**config.mk**
```make
export PLATFORM = sky130hd
export DESIGN_NAME = chgw_cmp
export DESIGN_NICKNAME = d
export VERILOG_FILES = /design/src/chgw_pkg.sv /design/src/chgw_cmp.sv
export SDC_FILE = /design/constraint.sdc
export NUM_CORES = 2
export LEC_CHECK = 0
export ABC_AREA = 1
export CORE_ASPECT_RATIO = 0.7
export CORE_MARGIN = 2
export CORE_UTILIZATION = 42
export DETAILED_ROUTE_END_ITERATION = 7
export DONT_BUFFER_PORTS = 1
export PLACE_DENSITY_LB_ADDON = 0.3
export SLEW_MARGIN = 20
export SYNTH_ARGS = -nofsm -noshare
export SYNTH_HDL_FRONTEND = slang
export SYNTH_SLANG_ARGS = --single-unit
```
**constraint.sdc**
```tcl
create_clock -name vclk -period 10.6
set_clock_uncertainty 0.15 [all_clocks]
set_input_delay 0.53 -clock vclk [all_inputs]
set_output_delay 0.53 -clock vclk [all_outputs]
set_load 0.01 [all_outputs]
```
**src/chgw_pkg.sv**
```systemverilog
// Shared types and constants for the gift-wrapping convex hull block.
package chgw_pkg;

  localparam int unsigned CoordW = 24;
  localparam int unsigned TagW   = 16;

  typedef struct packed {
    logic signed [CoordW-1:0] x;
    logic signed [CoordW-1:0] y;
    logic        [TagW-1:0]   tag;
  } pt_t;

  typedef struct packed {
    logic neg;
    logic left;
  } cmp_t;

  typedef enum logic [1:0] {
    ST_LOAD,
    ST_LEFT,
    ST_HULL,
    ST_DRAIN
  } state_t;

endpackage

```
**src/chgw_cmp.sv**
```systemverilog
// Orientation and leftmost comparison of a point against the current candidate.
module chgw_cmp (
  input  chgw_pkg::pt_t  piv,
  input  chgw_pkg::pt_t  pe,
  input  chgw_pkg::pt_t  pc,
  output chgw_pkg::cmp_t res
);

  logic signed [chgw_pkg::CoordW:0]     ax, ay, bx, by;
  logic signed [2*chgw_pkg::CoordW+1:0] pa, pb;
  logic signed [2*chgw_pkg::CoordW+2:0] cr;

  always_comb begin
    ax = $signed({pe.x[chgw_pkg::CoordW-1], pe.x}) - $signed({piv.x[chgw_pkg::CoordW-1], piv.x});
    ay = $signed({pe.y[chgw_pkg::CoordW-1], pe.y}) - $signed({piv.y[chgw_pkg::CoordW-1], piv.y});
    bx = $signed({pc.x[chgw_pkg::CoordW-1], pc.x}) - $signed({piv.x[chgw_pkg::CoordW-1], piv.x});
    by = $signed({pc.y[chgw_pkg::CoordW-1], pc.y}) - $signed({piv.y[chgw_pkg::CoordW-1], piv.y});
    pa = ax * by;
    pb = ay * bx;
    cr = $signed({pa[2*chgw_pkg::CoordW+1], pa}) - $signed({pb[2*chgw_pkg::CoordW+1], pb});
    res.neg  = cr[2*chgw_pkg::CoordW+2];
    res.left = (pe.x < pc.x) || ((pe.x == pc.x) && (pe.y < pc.y));
  end

endmodule

```
# == Word-level counts from Yosys, hierarchy flattened ==
# Index checks and enable logic that the tools add are counted.
# W data, S select, Z words.
# word_totals
reg_bits,0
inputBits,192
# op_classes
n_addsub,5
mul,2
order_cmp,2
eq_ne,1
reduce_logical,2
# op_table
op,count
$mul A25 B25 Y50,2
$sub A24 B24 Y25,4
$sub A50 B50 Y51,1
$lt A24 B24 Y1,2
$eq A24 B24 Y1,1
$logic_and A1 B1 Y1,1
$logic_or A1 B1 Y1,1

# == Depth between registers and ports, before layout ==
# logic_depth
depth_word,3
mapped_depth,47

# == Worst setup path before layout ==
# No wires, ideal clock.
# synth_path
path_type,input -> output
startpoint,input pe[16] (netlist name)
endpoint,output res[1] (netlist name)
t_arrival_ns,9.993
required_ns,9.920
setup_slack_ns,-0.073
path_stages,33
path_buffers,0
path_cell_list,inv_1 > ha_1 > fa_1 > nand3b_1 > nand2_1 > inv_1 > o21ai_1 > nand2_1 > nand4_1 > nand2_1 > nor2_1 > inv_1 > fa_1 > inv_1 > fa_1 > fa_1 > fa_1 > fa_1 > fa_1 > fa_1 > fa_1 > inv_1 > fa_1 > ha_1 > nand2_1 > nor2_1 > nand2_1 > nor4_1 > and3_1 > nand2_1 > nand2_1 > nand3_1 > nand2_1
# synth_lines
item,line_no,text
"start, declared",chgw_cmp.sv:4,"input chgw_pkg::pt_t pe,"
"end, declared",chgw_cmp.sv:6,output chgw_pkg::cmp_t res

==> summary.md <==
| Metric | Value |
|---|---|
| Outcome | `finished clean` |
| Die Area | `127100 um^2` |
| Syn nets | `8298` |
| Largest net degree at the start of global routing | `26` |
| Yosys warns | `0` |
| Hold_sp | `pe[62]` |
| Routed WL | `178900 um` |
| Slew @ Worst Pin | `1.061 ns` |
| Vias/cell | `5.153` |
| Finished Cell Area | `55870 um^2` |
| Worst Path Max Fanout | `10` |
| Tcrit/Tclk final | `0.9667` |
| Mapped Cells | `6241` |
| Syn Area/Cell | `8.359 um^2` |
| IO Pins | `194` |
| Die Wd | `425.2 um` |
| Rows | `108` |
| Total grt overflow | `0` |
| Initial core utilization | `0.4219` |
| Post-synthesis cell type count | `44` |
| Most frequent cells after synthesis | `1885 x inv_1, 1456 x fa_1, 976 x nand2_1, 786 x nor2_1, 409 x ha_1` |
| Critical Path Start Type | `primary input` |
| CP peak stage delay | `0.70 ns` |
| Hold Vio Cnt, Final | `0` |
| 1st-iter DRT viols | `4025` |
| Worst Path Required | `9.92 ns` |
| CP dominant cell by count | `fa_1` |
| Final core utilization | `0.4519` |
| Slowest cell on crit path | `nor2_1` |
| Seq_cells | `0` |
| Proportion of layout cells with a drive suffix above 1 | `0.05717` |
| Area Overhead vs Synth | `7.106%` |
| Avg WL per Cell | `22.41 um` |
| Synth top area share | `0.5587` |
| Mapped Area | `52170 um^2` |
| Reg area | `0 um^2` |
| Top post-synthesis cells by area | `fa_1 56%, inv_1 14%, ha_1 9.8%` |
| Hold EP | `res[0]` |
| Iteration count of the initial detailed-routing pass | `6` |
| Die H | `298.9 um` |
| Type of the worst min-delay path | `in -> out` |
| GP Congestion | `1.069` |
| Post-synthesis sequential area ratio | `0` |
| First-pass GRT wire length | `272400 um` |
| Fin nets | `8391` |
| Via count | `41130` |
| Max Cap Viol | `0` |
| Count leader, synth | `inv_1` |
| CORE AREA | `123600 um^2` |
| Relative slew margins | `0.2926` |
| WS Path Type | `in -> out` |
| Peak Freq | `97.59 MHz` |
| Final ANT Viol Nets | `0` |
| Fin. max-slew vios | `0` |
| Final setup vio count | `0` |
| Crit. End Element | `primary output` |
| Total GRT Usage | `0.2893` |
| Cell accounting for the most synthesized area | `fa_1` |
| Dpl cell area | `55600 um^2` |
| Hold Path Cell Cnt | `5` |
| # DRC | `0` |
| Initial antenna violation count | `4` |
| Vias in the first global route | `43040` |
| Detailed placement HPWL | `160600 um` |
| Post-layout minimum cycle time | `10.25 ns` |
| # port buffers | `0` |
| Arrival @ worst endpoint | `9.57 ns` |
| # hold bufs at CTS | `0` |
| # clk buffers | `0` |
==> cell families after synthesis <==
kind of cell    count (synthesis)  synth area share
buf+inv                      2083            0.1527
simple gates                 1946            0.1470
fa+ha+maj                    1865            0.6568
compound gates                275           0.02931
xor+xnor                       72           0.01417
==> worst max path at each step <==
stage / from / to / slack [ns] / cells after the start
2_1_floorplan: pe[16] / res[1] / 0.40 / 34
3_3_place_gp: piv[48] / res[1] / 0.16 / 37
3_5_place_dp: pc[16] / res[1] / 0.16 / 41
4_1_cts: pc[16] / res[1] / 0.11 / 41
5_1_grt: pe[16] / res[1] / -0.02 / 44
6_report: pe[16] / res[1] / 0.35 / 36
==> layer usage <==
metal,wire length [um],GRT usage,vias to the layer above
met1,81040,0.4474,20970
met3,24810,0.1010,241
li1,-,-,17740
met4,4557,0.05522,6
met5,121,0.005185,-
met2,68330,0.3876,2178
==> repair_timing <==
| item | CTS | global route |
|---|---|---|
| gates resized for setup | 0 | 38 |
| setup endpoints to repair | 0 | 1 |
| setup buffers | 0 | 10 |
==> critical path, delay by kind of cell <==
| kind | cells | cell delay, ns |
|---|---|---|
| fa+ha+maj | 12 | 5.14 |
| compound gates | 2 | 0.40 |
| simple gates | 16 | 2.53 |
| buf+inv | 6 | 0.92 |
==> final cells by class <==
class	instances	area [um^2]
Antenna cell	1	2.502
Fill cell	12280	67770
Inverter	1913	7208
Multi-Input combinational cell	4158	44390
Tap cell	1650	2064
Timing Repair Buffer	261	2213
==> metrics by stage <==
step | std cells | setup slack, ns | hold slack (ns) | setup TNS [ns]
2_1_floorplan | 6241 | 0.4018 | 1.245 | 0
3_3_place_gp | 7972 | 0.1588 | 1.544 | 0
3_5_place_dp | 7972 | 0.1620 | 1.544 | 0
4_1_cts | 7972 | 0.1056 | 1.553 | 0
5_1_grt | 7982 | -0.01585 | 1.711 | -0.01585
6_report | 7983 | 0.3532 | 1.686 | 0
==> cells in the final DEF, fill, tap and decap left out, types with 18 or more instances in the layout <==
cell type and instances:
inv_1 1877, fa_1 1452, nand2_1 974, nor2_1 780
ha_1 409, buf_4 240, a21oi_1 148, nand3_1 80
o21ai_0 62, xor2_1 33, nand4_1 31, inv_2 20
buf_12 20, o21bai_1 18
