`config.mk`:
```
export PLATFORM = sky130hd
export DESIGN_NAME = chgw_cell
export DESIGN_NICKNAME = d
export VERILOG_FILES = /design/src/chgw_pkg.sv /design/src/chgw_cell.sv
export SDC_FILE = /design/constraint.sdc
export NUM_CORES = 1
export LEC_CHECK = 0
export ABC_AREA = 1
export ABC_CLOCK_PERIOD_IN_PS = 4570
export BUFFER_PORTS_ARGS = -buffer_cell sky130_fd_sc_hd__buf_4
export CAP_MARGIN = 25
export CELL_PAD_IN_SITES_DETAIL_PLACEMENT = 0
export CELL_PAD_IN_SITES_GLOBAL_PLACEMENT = 1
export CORE_MARGIN = 2
export CORE_UTILIZATION = 31
export DETAILED_ROUTE_END_ITERATION = 7
export HOLD_SLACK_MARGIN = 0.08
export PLACE_DENSITY = 0.83
export SYNTH_ARGS = -nofsm -noshare
export SYNTH_HDL_FRONTEND = slang
export SYNTH_SLANG_ARGS = --single-unit
```
`constraint.sdc`:
```
create_clock -name clk -period 4.57 [get_ports clk]
set_input_delay 0.457 -clock clk [delete_from_list [all_inputs] [get_ports clk]]
set_output_delay 0.457 -clock clk [all_outputs]
set_load 0.03 [all_outputs]
```
`src/chgw_pkg.sv`:
```
// Shared types and constants for the gift-wrapping convex hull block.
package chgw_pkg;

  localparam int unsigned CoordW = 24;
  localparam int unsigned TagW   = 16;

  typedef struct packed {
    logic signed [CoordW-1:0] x;
    logic signed [CoordW-1:0] y;
    logic        [TagW-1:0]   tag;
  } pt_t;

  typedef struct packed {
    logic neg;
    logic left;
  } cmp_t;

  typedef enum logic [1:0] {
    ST_LOAD,
    ST_LEFT,
    ST_HULL,
    ST_DRAIN
  } state_t;

endpackage

```
`src/chgw_cell.sv`:
```
// One storage cell of the rotating point chain.
module chgw_cell (
  input  logic          clk,
  input  logic          ld,
  input  chgw_pkg::pt_t ld_pt,
  input  logic          sh,
  input  chgw_pkg::pt_t sh_pt,
  output chgw_pkg::pt_t q
);

  chgw_pkg::pt_t q_r;

  always_ff @(posedge clk) begin
    if (ld) begin
      q_r <= ld_pt;
    end else if (sh) begin
      q_r <= sh_pt;
    end
  end

  assign q = q_r;

endmodule

```
Yosys cells after proc, flatten, opt, wreduce, memory -nomap -nowiden

Index checks and enable logic that the tools add are counted.

Flip-flop bits (word level): 64
Input bits: 131
Output and inout port bits: 64
Word-level logic and storage cells: 6

Mux-type cells: 2
Reductions and logical operators: 1

Operators by type and width:

| cell               | number |
|---|---|
| two-way mux 64 bit | 2 |
| nonzero test 2 bit | 1 |

Longest topological paths before layout

Gate-level depths: netlist (run 1).

Depth after elaboration: 2
Mapped depth: 4
Mapped depth without buffers: 3

Worst setup path before layout (run 1)

No wires, ideal clock.

Path kind: input to register
Start: in ld
End: reg q_r (netlist bit q[0]), enable pin
Setup time: 394 ps
Arrival: 1424 ps
Data required time: 4176 ps
Setup slack: 2752 ps
Stages: 2
Path buffers: 1
Path through: buf_6 > or2_2

Word-level cells in the longest chain between the ends: 1

Ends and longest elaborated chain:

| element                      | RTL line        | RTL |
|---|---|---|
| start, declared              | chgw_cell.sv:4  | `input logic ld,` |
| nonzero test 2 bit (no line) | n/a             |  |
| end signal, assigned         | chgw_cell.sv:15 | `q_r <= ld_pt;` |
| end signal, assigned         | chgw_cell.sv:17 | `q_r <= sh_pt;` |
| end, declared                | chgw_cell.sv:11 | `chgw_pkg::pt_t q_r;` |

Every way passes these cells.
A chain may end at the register's enable or synchronous reset.

Worst setup path after layout (run 1)

Start: in ld
End: reg q_r (netlist bit q[18]), data pin

Word-level cells in the longest chain between the ends: 1

Ends and longest elaborated chain:

| element            | RTL line        | RTL |
|---|---|---|
| two-way mux 64 bit | chgw_cell.sv:14 | `if (ld) begin` |

Every way passes these cells.

==> results of run 1 <==
==> cell families after synthesis <==
family | after synthesis | share of synthesized area
simple gates | 193 | 0.264
flops | 64 | 0.698
buf+inv | 14 | 0.0386
==> how the worst min path moves through the flow <==
stage / to
6_report: q[45]
5_1_grt: q[34]
4_1_cts: q[54]
3_5_place_dp: q[46]
3_3_place_gp: q[1]
2_1_floorplan: q[0]
==> Yosys cell counts <==
library cell / number / share of area
or2_2: 1 / 0.0023
buf_2: 7 / 0.013
nand2_1: 192 / 0.26
buf_6: 6 / 0.025
edfxtp_1: 64 / 0.70
inv_2: 1 / 0.0014
==> per-layer routing <==
| layer | wire length, µm | share of wire |
|---|---|---|
| met5 | 0 | 0 |
| met4 | 126 | 0.016 |
| met3 | 871 | 0.11 |
| met2 | 3860 | 0.50 |
| met1 | 2880 | 0.37 |
==> final cells by class <==
| cell class | instances | area share |
|---|---|---|
| clock buffer | 11 | 0.0295 |
| timing repair buffer | 197 | 0.335 |
| tap | 108 | 0.0303 |
| multi-input combinational | 193 | 0.163 |
| sequential | 64 | 0.431 |
| clock inverter | 5 | 0.0107 |
| inverter | 1 | 0.000842 |
==> cell usage in the layout (no fill, tap or decap) <==
cell type,count
buf_12,1
nand2_1,192
clkinv_2,2
bufinv_16,1
or2_2,1
inv_2,1
clkbuf_1,2
buf_4,196
clkbuf_8,9
clkinv_1,2
edfxtp_1,64
==> critical path: cells and delay by family <==
family / cells / cell delay (ns)
buf+inv: 4 / 1.24
simple gates: 2 / 0.14
==> power by group through the flow <==
stage	clock, µW	sequential [µW]	combinational (µW)
finish	455	740	394
floorplan	0	886	64.9
global route	494	747	418
global placement	0	751	393
CTS	468	741	397
detailed placement	0	753	396
==> metrics by stage <==
step / cells / instance area [µm²] / hold slack, ns / worst slack [ns]
4_1_cts: 578 / 4440 / 0.362 / 2.68
6_report: 579 / 4460 / 0.384 / 2.76
3_3_place_gp: 562 / 4260 / 0.721 / 2.35
3_5_place_dp: 562 / 4260 / 0.725 / 2.30
2_1_floorplan: 271 / 2760 / 0.636 / 2.75
5_1_grt: 579 / 4460 / 0.363 / 2.60
==> flow_summary.yaml, run 1 <==
outcome:
  status: "finished clean"
power_and_ir_drop:
  netSwitchingPower_uw: 451
  power_frac_comb: 0.248
  p_leak_uw: 0.00227
  cellPowerDensity_mw_per_mm2: 356
  p_int_uw: 1140
  p_clk_frac: 0.286
  p_total_uw: 1590
  power_frac_seq: 0.466
  switching_share: 0.284
  max-vdd-ir-drop_mv: 0.143
route:
  vias: 2565
  viasPerCell: 4.43
  postRouteAntennaNets: 0
  drc: 0
  wl_per_cell_um: 13.4
  drtIter0Drc: 103
  firstDrtPassIters: 4
  wirelength_um: 7740
critical_path:
  endpoint: "q[18]"
  cp_max_fo: 65
  cpMaxStageDelayCell: "buf_4"
  critPathCaptureType: "register"
  crit_required_ns: 4.66
  arrival_ns: 1.90
  cp_cell_sequence: "buf_4 -> buf_4 -> inv_2 -> buf_12 -> nand2_1 -> nand2_1"
  crit_type: "input pin to register"
  critPathMaxStageDelay_ns: 0.51
  setup.worst_path.start_class: "input pin"
  critPathLaunch: "ld"
global_route:
  grt_pass1_vias: 2401
  grtUsageMet1: 0.182
  grt_max_degree: 66
  grt_pass1_wl_um: 11700
  met3_usage: 0.0558
  top_usage_layer: "met2"
  grt_overflow: 0
  grt_util_met2: 0.262
  groute.usage.overall: 0.157
  grt_antenna_before_repair: 0
clock_tree:
  ctsHoldBuffers: 0
  clockRootBuffer: "clkbuf_8"
  cts_buffers: 9
  clkTransAtPathRegs_ns: 0.07
  htree_num_levels: 3
  cts_buffer_depth: 2
  cts.repair.resized: 0
  cts_tree: "built"
  cts_setup_buffers: 0
  clock-sinks: 64
placed_design:
  dp_hpwl_um: 5630
  gp_congestion: 0.794
  io_buffers: 194
sta:
  report.final.slew_viol_count: 0
  worst_slew_pin_slew_ns: 0.963
  timing_hold_violations_final: 0
  setup_tns_ns: 0
  rsz0062_at_grt: "no"
  fin_crit_sh: 0.397
  slew_headroom: 0.358
  fmax_mhz: 551
  setup_viol: 0
  min_period_ns: 1.81
worst_hold_path:
  holdCritPathClass: "input pin to register"
  min_from: "sh_pt[45]"
  hold_depth: 3
floorplan:
  fp.dieW_um: 98.3
  rows: 34
  dieArea_mm2: 0.00966
  die_h_um: 98.3
  fp.coreArea_mm2: 0.00868
  io_pins: 195
  initial_core_util: 0.317
synthesis:
  ys_seq_elements: 64
  mappedNetlistNets: 402
  avgSynthCellArea_um2: 10.2
  ys_warn_count: 0
  synth_seq_area_share: 0.698
  synthesis.area_mm2: 0.00276
  synth.distinct_cells: 6
  synth_cells: 271
cells_and_area:
  final_core_util: 0.514
  num_antenna_cells: 0
  areaGrowthSynthToFinish_pct: 61.8
  fillers: 845
  final-seq-area_mm2: 0.00192
  final_net_count: 597
  largest_reg_flops: 64
  multi_input_area_um2: 727
  layout-drive-gt1-share: 0.448
flow_run:
  drv_cap: 0
Power figures use the tool's default switching activity.
==> inputs of run 2 (changes only) <==
Settings changed: ABC_CLOCK_PERIOD_IN_PS 4570 to 1900, CORE_UTILIZATION 31 to 29, PLACE_DENSITY 0.83 to 0.79.
Clock period 4.57 ns to 1.9 ns, I/O delays scaled along.
==> run 2 against run 1 <==
  * Combinational power is 140% higher
  * Global-route usage is 1.2 points lower
  * Hold slack worse by 0.27 ns
  * Largest power group unchanged
  * Non-clock buffer count is 1 higher
  * Clock-buffer cell count stayed put
  * Critical path depth is 3 lower
==> flow_summary.yaml, run 2 (synthesized netlist as in run 1, its figures left out) <==
route:
  routed-wl-met3_um: 741
  drtIter0Drc: 96
  viasPerCell: 4.17
  drt-met1-wl_um: 2730
  firstDrtPassIters: 4
  wl_per_cell_um: 12.7
  vias: 2505
  postRouteAntennaNets: 0
  dr_wl_met2_um: 3980
  drc: 0
  wirelength_um: 7620
  top_layer_used: "met4"
critical_path:
  critPathCaptureType: "register"
  critPathLaunch: "ld"
  crit_family: "buffers and inverters"
  critPathMaxStageDelay_ns: 0.43
  crit_type: "input pin to register"
  cp_cell_sequence: "buf_4 -> or2_2 -> buf_4"
  path_common_cell: "buf_4"
  crit_required_ns: 1.87
  cp.buffers_inverters: 2
  critical_path_depth: 3
  arrival_ns: 1.08
  endpoint: "q[28]"
  cpMaxStageDelayCell: "buf_4"
  setup.worst_path.start_class: "input pin"
  cp_max_fo: 38
sta:
  worst_slew_pin_slew_ns: 0.500
  report.final.slew_viol_count: 0
  slew_headroom: 0.667
  min_period_ns: 1.12
  setup_tns_ns: 0
  setup_ws_ns: 0.781
  fin_crit_sh: 0.589
  setup_viol: 0
  timing_hold_violations_final: 0
  rsz0062_at_grt: "no"
  fmax_mhz: 894
global_route:
  grt_pass1_vias: 2380
  grt_max_degree: 65
  grt_antenna_before_repair: 0
  grt_overflow: 0
  groute.usage.overall: 0.144
  grt_pass1_wl_um: 11300
floorplan:
  dieArea_mm2: 0.0103
  io_pins: 195
  die_h_um: 101
  initial_core_util: 0.298
  fp.coreArea_mm2: 0.00924
  fp.dieW_um: 101
  rows: 35
power_and_ir_drop:
  power_frac_comb: 0.249
  p_clk_frac: 0.284
  power_frac_seq: 0.467
  p_int_uw: 2730
  cellPowerDensity_mw_per_mm2: 847
  p_total_uw: 3800
  max-vdd-ir-drop_mv: 0.309
  netSwitchingPower_uw: 1070
  p_leak_uw: 0.00228
  switching_share: 0.281
cells_and_area:
  layout-drive-gt1-share: 0.449
  largest_reg_flops: 64
  layout_commonest_cell: "buf_4"
  layout_common_cells: "buf_4 (197), nand2_1 (192), edfxtp_1 (64)"
  final_net_count: 598
  num_antenna_cells: 0
  areaGrowthSynthToFinish_pct: 63.0
clock_tree:
  cts_setup_buffers: 0
  cts_buffer_depth: 2
  clock-sinks: 64
  ctsHoldBuffers: 0
  clockRootBuffer: "clkbuf_8"
  htree_num_levels: 3
  cts_buffers: 9
  cts_tree: "built"
  cts.repair.resized: 0
  clkTransAtPathRegs_ns: 0.07
placed_design:
  io_buffers: 194
  pre_cts_ws_ns: 0.259
  gp_congestion: 0.775
  dp_hpwl_um: 5570
flow_run:
  drv_cap: 0
outcome:
  status: "finished clean"
worst_hold_path:
  holdCritPathClass: "input pin to register"
## run 2: area by class of cell
| class | count | area, µm² |
|---|---|---|
| fillers | 885 | 4750 |
| clock buffers | 11 | 131 |
| well taps | 129 | 161 |
| inverters | 1 | 3.75 |
| multi-input cells | 193 | 727 |
| repair buffers | 198 | 1500 |
| clock inverters | 5 | 47.5 |
| flip-flops and latches | 64 | 1920 |
## run 2: per-layer routing
metal	GRT usage	up-vias
li1	-	1260
met1	0.158	1113
met2	0.250	118
met3	0.0490	14
met4	0.0707	0
met5	0	-
## run 2: power groups by stage
stage | clock network [µW] | logic, µW | registers, µW
detailed placement | 0 | 953 | 1810
floorplan | 0 | 156 | 2130
CTS | 1130 | 955 | 1780
global route | 1190 | 1010 | 1790
global placement | 0 | 946 | 1800
finish | 1080 | 945 | 1780
## run 2: tightest hold or removal path, delay by kind of cell
family                 cells  cell delay [ns]
buffers and inverters      1             0.07
and+or+nand+nor            2             0.08
## run 2: stage by stage
stage	hold WS [ns]	cell area [µm²]	utilization	cells
after floorplan	0.369	2760	-	271
after global placement	0.452	4290	0.465	584
after detailed placement	0.458	4290	0.465	584
after CTS	0.0943	4470	0.484	600
after global routing	0.104	4490	0.486	601
final	0.117	4490	0.486	601
## run 2: how the worst min path moves through the flow
stage	cells past startpoint	slack, ns	from	endpoint
2_1_floorplan	2	0.37	sh_pt[0]	q[0]
3_3_place_gp	3	0.45	sh_pt[41]	q[41]
6_report	3	0.12	sh_pt[48]	q[48]
4_1_cts	3	0.09	sh_pt[59]	q[59]
3_5_place_dp	3	0.46	sh_pt[59]	q[59]
5_1_grt	3	0.10	sh_pt[59]	q[59]
==> inputs of run 3 (changes only) <==
Settings changed: ABC_AREA 1 to 0, ABC_CLOCK_PERIOD_IN_PS 1900 to 1200, CORE_UTILIZATION 29 to 32, PLACE_DENSITY 0.79 to 0.77.
Clock period 1.9 ns to 1.2 ns, I/O delays scaled along.
==> run 3 against run 2 <==
  * Die area shrank 4.3%
  * Critical path depth shrank 2
  * Utilization grew 17 points
  * Area after synthesis grew 5.4%
  * Combinational power grew 100%
  * Hold slack lost 0.018 ns
  * Critical endpoint is now q[6]
  * Largest power group unchanged
==> flow_summary.yaml, run 3 <==
synthesis:
  avgSynthCellArea_um2: 21.4
  synth_cells: 136
  synth_seq_area_share: 0.661
  mappedNetlistNets: 267
  yosys-top-cells-area: "edfxtp_1 (66%), mux2_4 (25%), mux2_2 (5.8%)"
  yosysTopAreaCellShare: 0.661
  synth_most_common_cell: "edfxtp_1"
  ys_seq_elements: 64
  synthArstFlopShare: 0
  synth_flop_cell: "edfxtp_1"
  synthesis.area_mm2: 0.00291
  synth.distinct_cells: 6
  ys_warn_count: 0
  yosysTopAreaCell: "edfxtp_1"
  ys_top_cells_by_count: "edfxtp_1 (64), mux2_4 (49), mux2_2 (15), buf_6 (6)"
  synth_edf_count: 64
sta:
  rsz0062_at_grt: "no"
  fmax_mhz: 980
  worst_slew_pin_slew_ns: 0.249
  report.final.slew_viol_count: 0
  fin_crit_sh: 0.851
  slew_headroom: 0.834
  min_period_ns: 1.02
  timing_hold_violations_final: 0
  setup_viol: 0
  setup_tns_ns: 0
cells_and_area:
  layout_commonest_cell: "buf_4"
  num_antenna_cells: 0
  final_net_count: 576
  layout_common_cells: "buf_4 (196), dlygate4sd3_1 (104), edfxtp_1 (64)"
  areaGrowthSynthToFinish_pct: 98.3
  largest_reg_flops: 64
  fin_cells: 558
  fillers: 637
  layout-drive-gt1-share: 0.618
clock_tree:
  cts_buffers: 9
  ctsHoldBuffers: 96
  cts.repair.resized: 0
  cts_setup_buffers: 0
  clkTransAtPathRegs_ns: 0.07
  cts_buffer_depth: 2
  cts_tree: "built"
  clockRootBuffer: "clkbuf_8"
  htree_num_levels: 3
  clock-sinks: 64
floorplan:
  dieArea_mm2: 0.00986
  rows: 34
  initial_core_util: 0.332
  io_pins: 195
  fp.coreArea_mm2: 0.00876
  fp.dieW_um: 99.3
  die_h_um: 99.3
route:
  vias: 2446
  drc: 0
  firstDrtPassIters: 4
  postRouteAntennaNets: 0
  drtIter0Drc: 23
  wl_per_cell_um: 15.8
  viasPerCell: 4.38
  wirelength_um: 8790
global_route:
  grt_pass1_vias: 2702
  grt_overflow: 0
  grt_max_degree: 36
  grt_antenna_before_repair: 0
  grt_pass1_wl_um: 13400
  groute.usage.overall: 0.178
critical_path:
  critPathLaunch: "q[6]"
  crit_family: "flip-flops"
  crit_required_ns: 1.08
  cp.buffers_inverters: 1
  endpoint: "q[6]"
  critical_path_depth: 1
  arrival_ns: 0.90
  cpMaxStageDelayCell: "edfxtp_1"
  critPathCaptureType: "output pin"
  cp_max_fo: 1
  crit_type: "register to output pin"
  cp_cell_sequence: "buf_4"
  setup.worst_path.start_class: "register"
  critPathMaxStageDelay_ns: 0.39
power_and_ir_drop:
  cellPowerDensity_mw_per_mm2: 1120
  p_leak_uw: 0.00263
  max-vdd-ir-drop_mv: 0.499
placed_design:
  dp_cells: 438
  dp_hpwl_um: 5430
  io_buffers: 194
  gp_congestion: 0.669
flow_run:
  drv_cap: 0
outcome:
  status: "finished clean"
worst_hold_path:
  holdCritPathClass: "input pin to register"
  hold_depth: 2
[run 3: cell types whose count changed after synthesis, sizes merged]
cell and delta:
nand2 -192, mux2 +64, buf -6, inv -1
[run 3: kinds of logic after synthesis]
group / after synthesis / synth area share
and+or+nand+nor: 1 / 0.00215
buffers and inverters: 7 / 0.0250
DFF: 64 / 0.661
muxes: 64 / 0.311
[run 3: report_power, final]
group	switching (µW)	internal (µW)
registers	72.7	2750
logic	876	1040
clock network	790	941
[run 3: per-layer routing]
| metal | global-route usage | wire [µm] | vias up |
|---|---|---|---|
| li1 | - | - | 1152 |
| met1 | 0.182 | 3160 | 1157 |
| met2 | 0.330 | 4740 | 124 |
| met3 | 0.0632 | 767 | 13 |
| met4 | 0.0685 | 131 | 0 |
| met5 | 0 | 0 | - |
[run 3: worst min path at each step]
| stage | endpoint | slack [ns] | start |
|---|---|---|---|
| finish | q[25] | 0.1 | sh_pt[25] |
| global route | q[53] | 0.08 | sh_pt[53] |
| CTS | q[13] | 0.08 | sh_pt[13] |
| detailed placement | q[36] | 0.42 | ld_pt[36] |
| global placement | q[6] | 0.42 | ld_pt[6] |
| floorplan | q[12] | 0.34 | ld_pt[12] |
[run 3: final cells by class]
type	count	area [µm²]	area share
Clock inverter	5	47.5	0.00825
Tap cell	108	135	0.0235
Sequential cell	64	1920	0.334
Multi-Input combinational cell	65	913	0.159
Timing Repair Buffer	305	2610	0.453
Clock buffer	11	131	0.0228
[run 3: metrics by stage]
step,power (µW),cell area (µm²),setup WS [ns],hold slack (ns),util
final,6470,5760,0.179,0.0989,0.657
after global routing,6730,5760,0.117,0.0802,0.657
after CTS,6500,5680,0.145,0.0801,0.648
after detailed placement,4510,4540,0.0314,0.423,0.518
after global placement,4480,4540,0.0570,0.421,0.518
after floorplan,3730,2930,-0.0860,0.337,-
